--- src/hw/rtl/sshh_pkg.sv ---
// sshh_pkg: shared types and constants of the strip hit histogrammer
// no dependencies
`default_nettype none
package sshh_pkg;

  localparam int unsigned Detectors = 4;
  localparam int unsigned Sides = 8;
  localparam int unsigned SideCountMax = 127;

  typedef enum logic [1:0] {
    KIND_HIT  = 2'd0,
    KIND_END  = 2'd1,
    KIND_READ = 2'd2,
    KIND_NONE = 2'd3
  } kind_e;

  typedef enum logic [1:0] {
    CFG_THRESHOLD = 2'd0,
    CFG_PARTICLE  = 2'd1
  } cfg_idx_e;

  typedef enum logic [3:0] {
    ST_CLEAR,
    ST_IDLE,
    ST_HIT,
    ST_CLOSE_DET,
    ST_CLOSE_RD,
    ST_CLOSE_BIN,
    ST_CLOSE_WR,
    ST_CLOSE_DONE,
    ST_READ,
    ST_OUT
  } state_e;

  // controller to datapath
  typedef struct packed {
    logic clear_step;   // write zero at the sweep address, advance it
    logic latch_in;     // capture the accepted word
    logic do_hit;       // update counts and buffer
    logic open_event;   // mark event open with latched id
    logic start_close;  // reset detector and entry pointers
    logic buf_rd;       // read buffer entry
    logic bin_rd;       // read histogram bin of buffered strip
    logic bin_wr;       // write incremented bin, advance entry
    logic next_det;     // advance detector, entry pointer to zero
    logic finish_close; // clear counts, fills, event flag
    logic read_bin;     // read bin for an output word
    logic load_out;     // move read data to output register
  } cmd_t;

  // datapath to controller
  typedef struct packed {
    logic clear_done;
    logic event_open;
    logic id_differs;
    logic det_active;   // current detector has hits on one side only
    logic entry_left;   // more buffered entries for current detector
    logic last_det;
  } stat_t;

endpackage
`default_nettype wire

--- src/hw/rtl/sshh_ctrl.sv ---
// sshh_ctrl: sequencer for hits, event close walk, reads and memory clear
// depends on sshh_pkg
`default_nettype none
module sshh_ctrl (
  input  wire logic            clk_i,
  input  wire logic            rst_ni,
  input  wire logic            in_valid_i,
  input  wire logic [1:0]      kind_i,
  output logic                 in_stall_o,
  output logic                 out_valid_o,
  input  wire logic            out_stall_i,
  input  wire sshh_pkg::stat_t stat_i,
  output sshh_pkg::cmd_t       cmd_o
);

  sshh_pkg::state_e state_q, state_d;
  sshh_pkg::kind_e  kind_q;
  logic out_valid_q, out_valid_d;
  logic accept;

  assign in_stall_o = state_q != sshh_pkg::ST_IDLE;
  assign accept = in_valid_i && !in_stall_o;
  assign out_valid_o = out_valid_q;

  always_ff @(posedge clk_i or negedge rst_ni) begin
    if (!rst_ni) begin
      state_q <= sshh_pkg::ST_CLEAR;
      kind_q <= sshh_pkg::KIND_NONE;
      out_valid_q <= 1'b0;
    end else begin
      state_q <= state_d;
      out_valid_q <= out_valid_d;
      if (accept) kind_q <= sshh_pkg::kind_e'(kind_i);
    end
  end

  always_comb begin
    state_d = state_q;
    cmd_o = '0;
    out_valid_d = out_valid_q && out_stall_i;
    unique case (state_q)
      sshh_pkg::ST_CLEAR: begin
        if (stat_i.clear_done) state_d = sshh_pkg::ST_IDLE;
        else cmd_o.clear_step = 1'b1;
      end
      sshh_pkg::ST_IDLE: begin
        if (accept) begin
          cmd_o.latch_in = 1'b1;
          unique case (sshh_pkg::kind_e'(kind_i))
            sshh_pkg::KIND_HIT:  state_d = sshh_pkg::ST_HIT;
            sshh_pkg::KIND_END:  state_d = sshh_pkg::ST_HIT;
            sshh_pkg::KIND_READ: state_d = sshh_pkg::ST_READ;
            default:             state_d = sshh_pkg::ST_IDLE;
          endcase
        end
      end
      sshh_pkg::ST_HIT: begin
        // decide whether the event closes first
        if (stat_i.event_open && (kind_q == sshh_pkg::KIND_END || stat_i.id_differs)) begin
          cmd_o.start_close = 1'b1;
          state_d = sshh_pkg::ST_CLOSE_DET;
        end else if (kind_q == sshh_pkg::KIND_HIT) begin
          cmd_o.do_hit = 1'b1;
          cmd_o.open_event = 1'b1;
          state_d = sshh_pkg::ST_IDLE;
        end else begin
          state_d = sshh_pkg::ST_IDLE;
        end
      end
      sshh_pkg::ST_CLOSE_DET: begin
        if (stat_i.det_active && stat_i.entry_left) begin
          cmd_o.buf_rd = 1'b1;
          state_d = sshh_pkg::ST_CLOSE_RD;
        end else if (stat_i.last_det) begin
          state_d = sshh_pkg::ST_CLOSE_DONE;
        end else begin
          cmd_o.next_det = 1'b1;
        end
      end
      sshh_pkg::ST_CLOSE_RD: begin
        cmd_o.bin_rd = 1'b1;
        state_d = sshh_pkg::ST_CLOSE_BIN;
      end
      sshh_pkg::ST_CLOSE_BIN: begin
        cmd_o.bin_wr = 1'b1;
        state_d = sshh_pkg::ST_CLOSE_DET;
      end
      sshh_pkg::ST_CLOSE_WR: begin
        state_d = sshh_pkg::ST_CLOSE_DET;
      end
      sshh_pkg::ST_CLOSE_DONE: begin
        cmd_o.finish_close = 1'b1;
        state_d = sshh_pkg::ST_HIT;
      end
      sshh_pkg::ST_READ: begin
        cmd_o.read_bin = 1'b1;
        state_d = sshh_pkg::ST_OUT;
      end
      sshh_pkg::ST_OUT: begin
        if (!out_valid_q || !out_stall_i) begin
          cmd_o.load_out = 1'b1;
          out_valid_d = 1'b1;
          state_d = sshh_pkg::ST_IDLE;
        end
      end
      default: state_d = sshh_pkg::ST_IDLE;
    endcase
  end

endmodule
`default_nettype wire

--- config.mk ---
export PLATFORM = sky130hd
export DESIGN_NAME = sshh_ctrl
export DESIGN_NICKNAME = d
export VERILOG_FILES = /design/src/hw/rtl/sshh_pkg.sv /design/src/hw/rtl/sshh_ctrl.sv
export SDC_FILE = /design/constraint.sdc
export NUM_CORES = 1
export LEC_CHECK = 0
export BUFFER_PORTS_ARGS = -buffer_cell sky130_fd_sc_hd__buf_2
export CORE_MARGIN = 2
export CORE_UTILIZATION = 40
export DETAILED_ROUTE_END_ITERATION = 12
export GPL_TIMING_DRIVEN = 0
export PLACE_DENSITY = 0.71
export SLEW_MARGIN = 10
export SYNTH_ARGS = -nofsm -noshare
export SYNTH_HDL_FRONTEND = slang
export SYNTH_SLANG_ARGS = --single-unit
--- constraint.sdc ---
create_clock -name clk_i -period 1.5 [get_ports clk_i]
set_input_delay 0.15 -clock clk_i [delete_from_list [all_inputs] [get_ports clk_i]]
set_output_delay 0.15 -clock clk_i [all_outputs]
set_load 0.03 [all_outputs]
==> flow_summary_export.csv <==
group,metric,value,unit
outcome,status,"complete, but fails checks",
outcome,violations,"negative setup slack",
final_layout,utilization,0.729,
die,ioPinCount,26,
timing,setup_ws,-0.0544,ns
place,portBuffers,25,
critical_path,path_cells,"buf_6, or2_4, nor4_4, buf_4",
critical_path,crit_path_start_kind,"register",
synthesis,avgSynthCellArea,8.95,um2
clock_network,clockRootBuffer,"clkbuf_4",
clock_network,numCtsBuffers,3,
critical_path,crit_type,"register to output port",
die,fp.dieH,40.0,um
clock_network,clockBufferDepth,2,
synthesis,synth_top_area_cell,"dfrtp_1",
grt,grt_max_degree,10,
timing,max_freq,643,MHz
synthesis,async_reset_ff_frac,1.00,
timing,skew,0.00115,ns
critical_path,cpPeakStageDelay,0.37,ns
clock_network,cts.sinks,7,
synthesis,yosys-top-cells-count,"8 x nand2_1, 5 x dfrtp_1, 5 x nor2_1",
final_layout,synthToLayoutAreaGrowth,62.4,%
clock_network,clkSlewWorstSetupHoldPaths,0.05,ns
final_layout,final.fill_count,100,
detailed_routing,via_per_inst,5.09,
synthesis,yosys.area_share.simple,0.349,
grt,gr-total-overflow,0,
timing,fin_crit_sh,1.04,
synthesis,synthCells,58,
grt,track_usage,0.184,
critical_path,worstPathRequired,1.35,ns
detailed_routing,drc,0,
synthesis,synth_edf_count,0,
timing,rsz0062_at_grt,"true",
timing,hold_viol_final,0,
clock_network,clk_latency,0.25,ns
synthesis,yosys_most_used_dff,"dfrtp_1",
job,drv_cap,0,
detailed_routing,vias,545,
critical_path,worstPathArrival,1.40,ns
detailed_routing,routedWlPerCell,12.6,um
final_layout,nNetsFinal,106,
timing,final-max-slew-violation-count,0,
place,post-dp-hpwl,931,um
synthesis,synth_top_family_by_area,"simple AND/OR/NAND/NOR gates",
synthesis,synth_nets,70,
critical_path,path_delay_family,"simple AND/OR/NAND/NOR gates",
detailed_routing,wl,1.35,mm
timing,tightestPinTransition,0.234,ns
power_and_ir_drop,ir_worst_vdd,923,uV
detailed_routing,drt-pass1-iter-count,2,
hold_path,hp-class,"primary input to register",
place,placed_cells,97,
final_layout,seq_area,180,um2
final_layout,finalNonFillerCells,107,
timing,final.min_clock_period,1.55,ns
critical_path,cpMaxStageDelayCell,"dfrtp_1",
timing,slew_headroom,0.843,
die,dieArea,1600,um2
synthesis,synthXorXnorAreaFrac,0,
final_layout,multi_input_area,337,um2
synthesis,yosysUniqueCellTypes,30,
power_and_ir_drop,total_power,1.57,mW
final_layout,antenna_cells,0,
synthesis,synthTopCellsByArea,"dfrtp_1 24%, dfstp_2 10%, mux2_2 6.5%",
synthesis,synth_compound_area_frac,0.152,
detailed_routing,drtIter0Drc,1,
grt,antenna_found_initial,0,
timing,setup_viol,4,
die,die_w,40.0,um
final_layout,drive_above_1_share,0.656,
grt,grt_pass1_vias,470,
synthesis,syn_area,519,um2
critical_path,crit_path_end_kind,"output port",
critical_path,cp_max_fo,8,
clock_network,htreeDepth,1,
power_and_ir_drop,leakage,0.410,nW
synthesis,ys_ff_latch,7,
critical_path,path_buf_inv,2,
detailed_routing,ant_nets,0,
grt,grt_pass1_wl,1.90,mm
clock_network,cts_tree,"yes",
die,core-area,1160,um2
synthesis,synth_seq_area_share,0.342,
synthesis,synth_fa_ha_area_frac,0,
place,routabilityCongestion,0.840,
synthesis,synth.area.mux_share,0.0651,
synthesis,netlist.area_leader.share,0.241,
die,row_count,12,
die,initial_core_util,0.449,
synthesis,yosysWarnings,0,
synthesis,synthMostInstantiatedCell,"nand2_1",
power_and_ir_drop,p_per_area,1860,nW/um2
cells in the final DEF, fill, tap and decap left out, types with 2 or more instances in the layout:
master | netlist | layout
buf_2 | 1 | 14
buf_4 | 2 | 11
buf_6 | 1 | 9
nand2_1 | 8 | 8
nor2_1 | 5 | 5
clkbuf_4 | 0 | 4
mux2_2 | 3 | 3
dfrtp_1 | 5 | 3
inv_2 | 0 | 2
nor3_2 | 2 | 2
nand3_2 | 0 | 2
a21oi_1 | 3 | 2
dfstp_2 | 2 | 2
dfrtp_2 | 0 | 2
power by group:
| part | switching (mW) | internal, mW |
|---|---|---|
| sequential | 0.0658 | 0.290 |
| clock | 0.0679 | 0.101 |
| combinational | 0.564 | 0.478 |
| total | 0.698 | 0.869 |
per-stage QoR:
step	instance area (um2)	setup slack (ns)	hold slack, ns	setup TNS [ns]
final	843	-0.0544	0.136	-0.0728
after global routing	843	-0.117	0.138	-0.400
after CTS	811	-0.0375	0.120	-0.0695
after detailed placement	676	0.0701	-0.0120	0
after global placement	676	0.0798	-0.0127	0
after floorplan	533	-0.0796	-0.146	-0.0796
flip-flops by register name, summed over array words and instances, names as in the netlist:
signal	count
out_valid_o	1
state_q	4
kind_q	2
timing repair:
action                                 4_1_cts  5_1_grt
setup buffers                                5        2
pin swaps                                    2        3
setup endpoints to repair                   11       12
endpoints found under the hold margin        7        0
hold buffers                                 1        0
gates resized for setup                     21       12
cell families after synthesis:
family / Yosys count
mux: 3
compound gates: 10
flops: 7
buf+inv: 8
simple gates: 30
metal layers:
layer  routed length [um]  track usage  up-vias
li1                     -            -      278
met3                   94       0.0833        0
met1                  544        0.202      247
met2                  708        0.327       20
met4                    0       0.0259        0
met5                    0            0        -
tightest hold or removal path, stage by stage:
cell and delay (ns):
buf_2 0.09, nand2_1 0.06, nand2_1 0.05
area by class of cell:
class	instances	share of cell area
timing repair buffer	33	0.282
buffer	3	0.0401
clock buffer	4	0.0312
multi-input combinational	43	0.399
inverter	3	0.0134
sequential	7	0.214
tap	14	0.0208
final timing paths:
kind / start / endpoint / slack (ns) / cells after the start
max reg2reg: kind_q[1] / state_q[1] / 0.05 / 3
max: state_q[0] / cmd_o[11] / -0.05 / 4
min reg2reg: out_valid_o / out_valid_o / 0.53 / 2
max in group asynchronous: rst_ni / kind_q[0] / 1.02 / 2
min in group asynchronous: rst_ni / state_q[2] / 0.25 / 2
min: out_stall_i / out_valid_o / 0.14 / 3
Note: power is estimated with default switching activity, not from simulation.
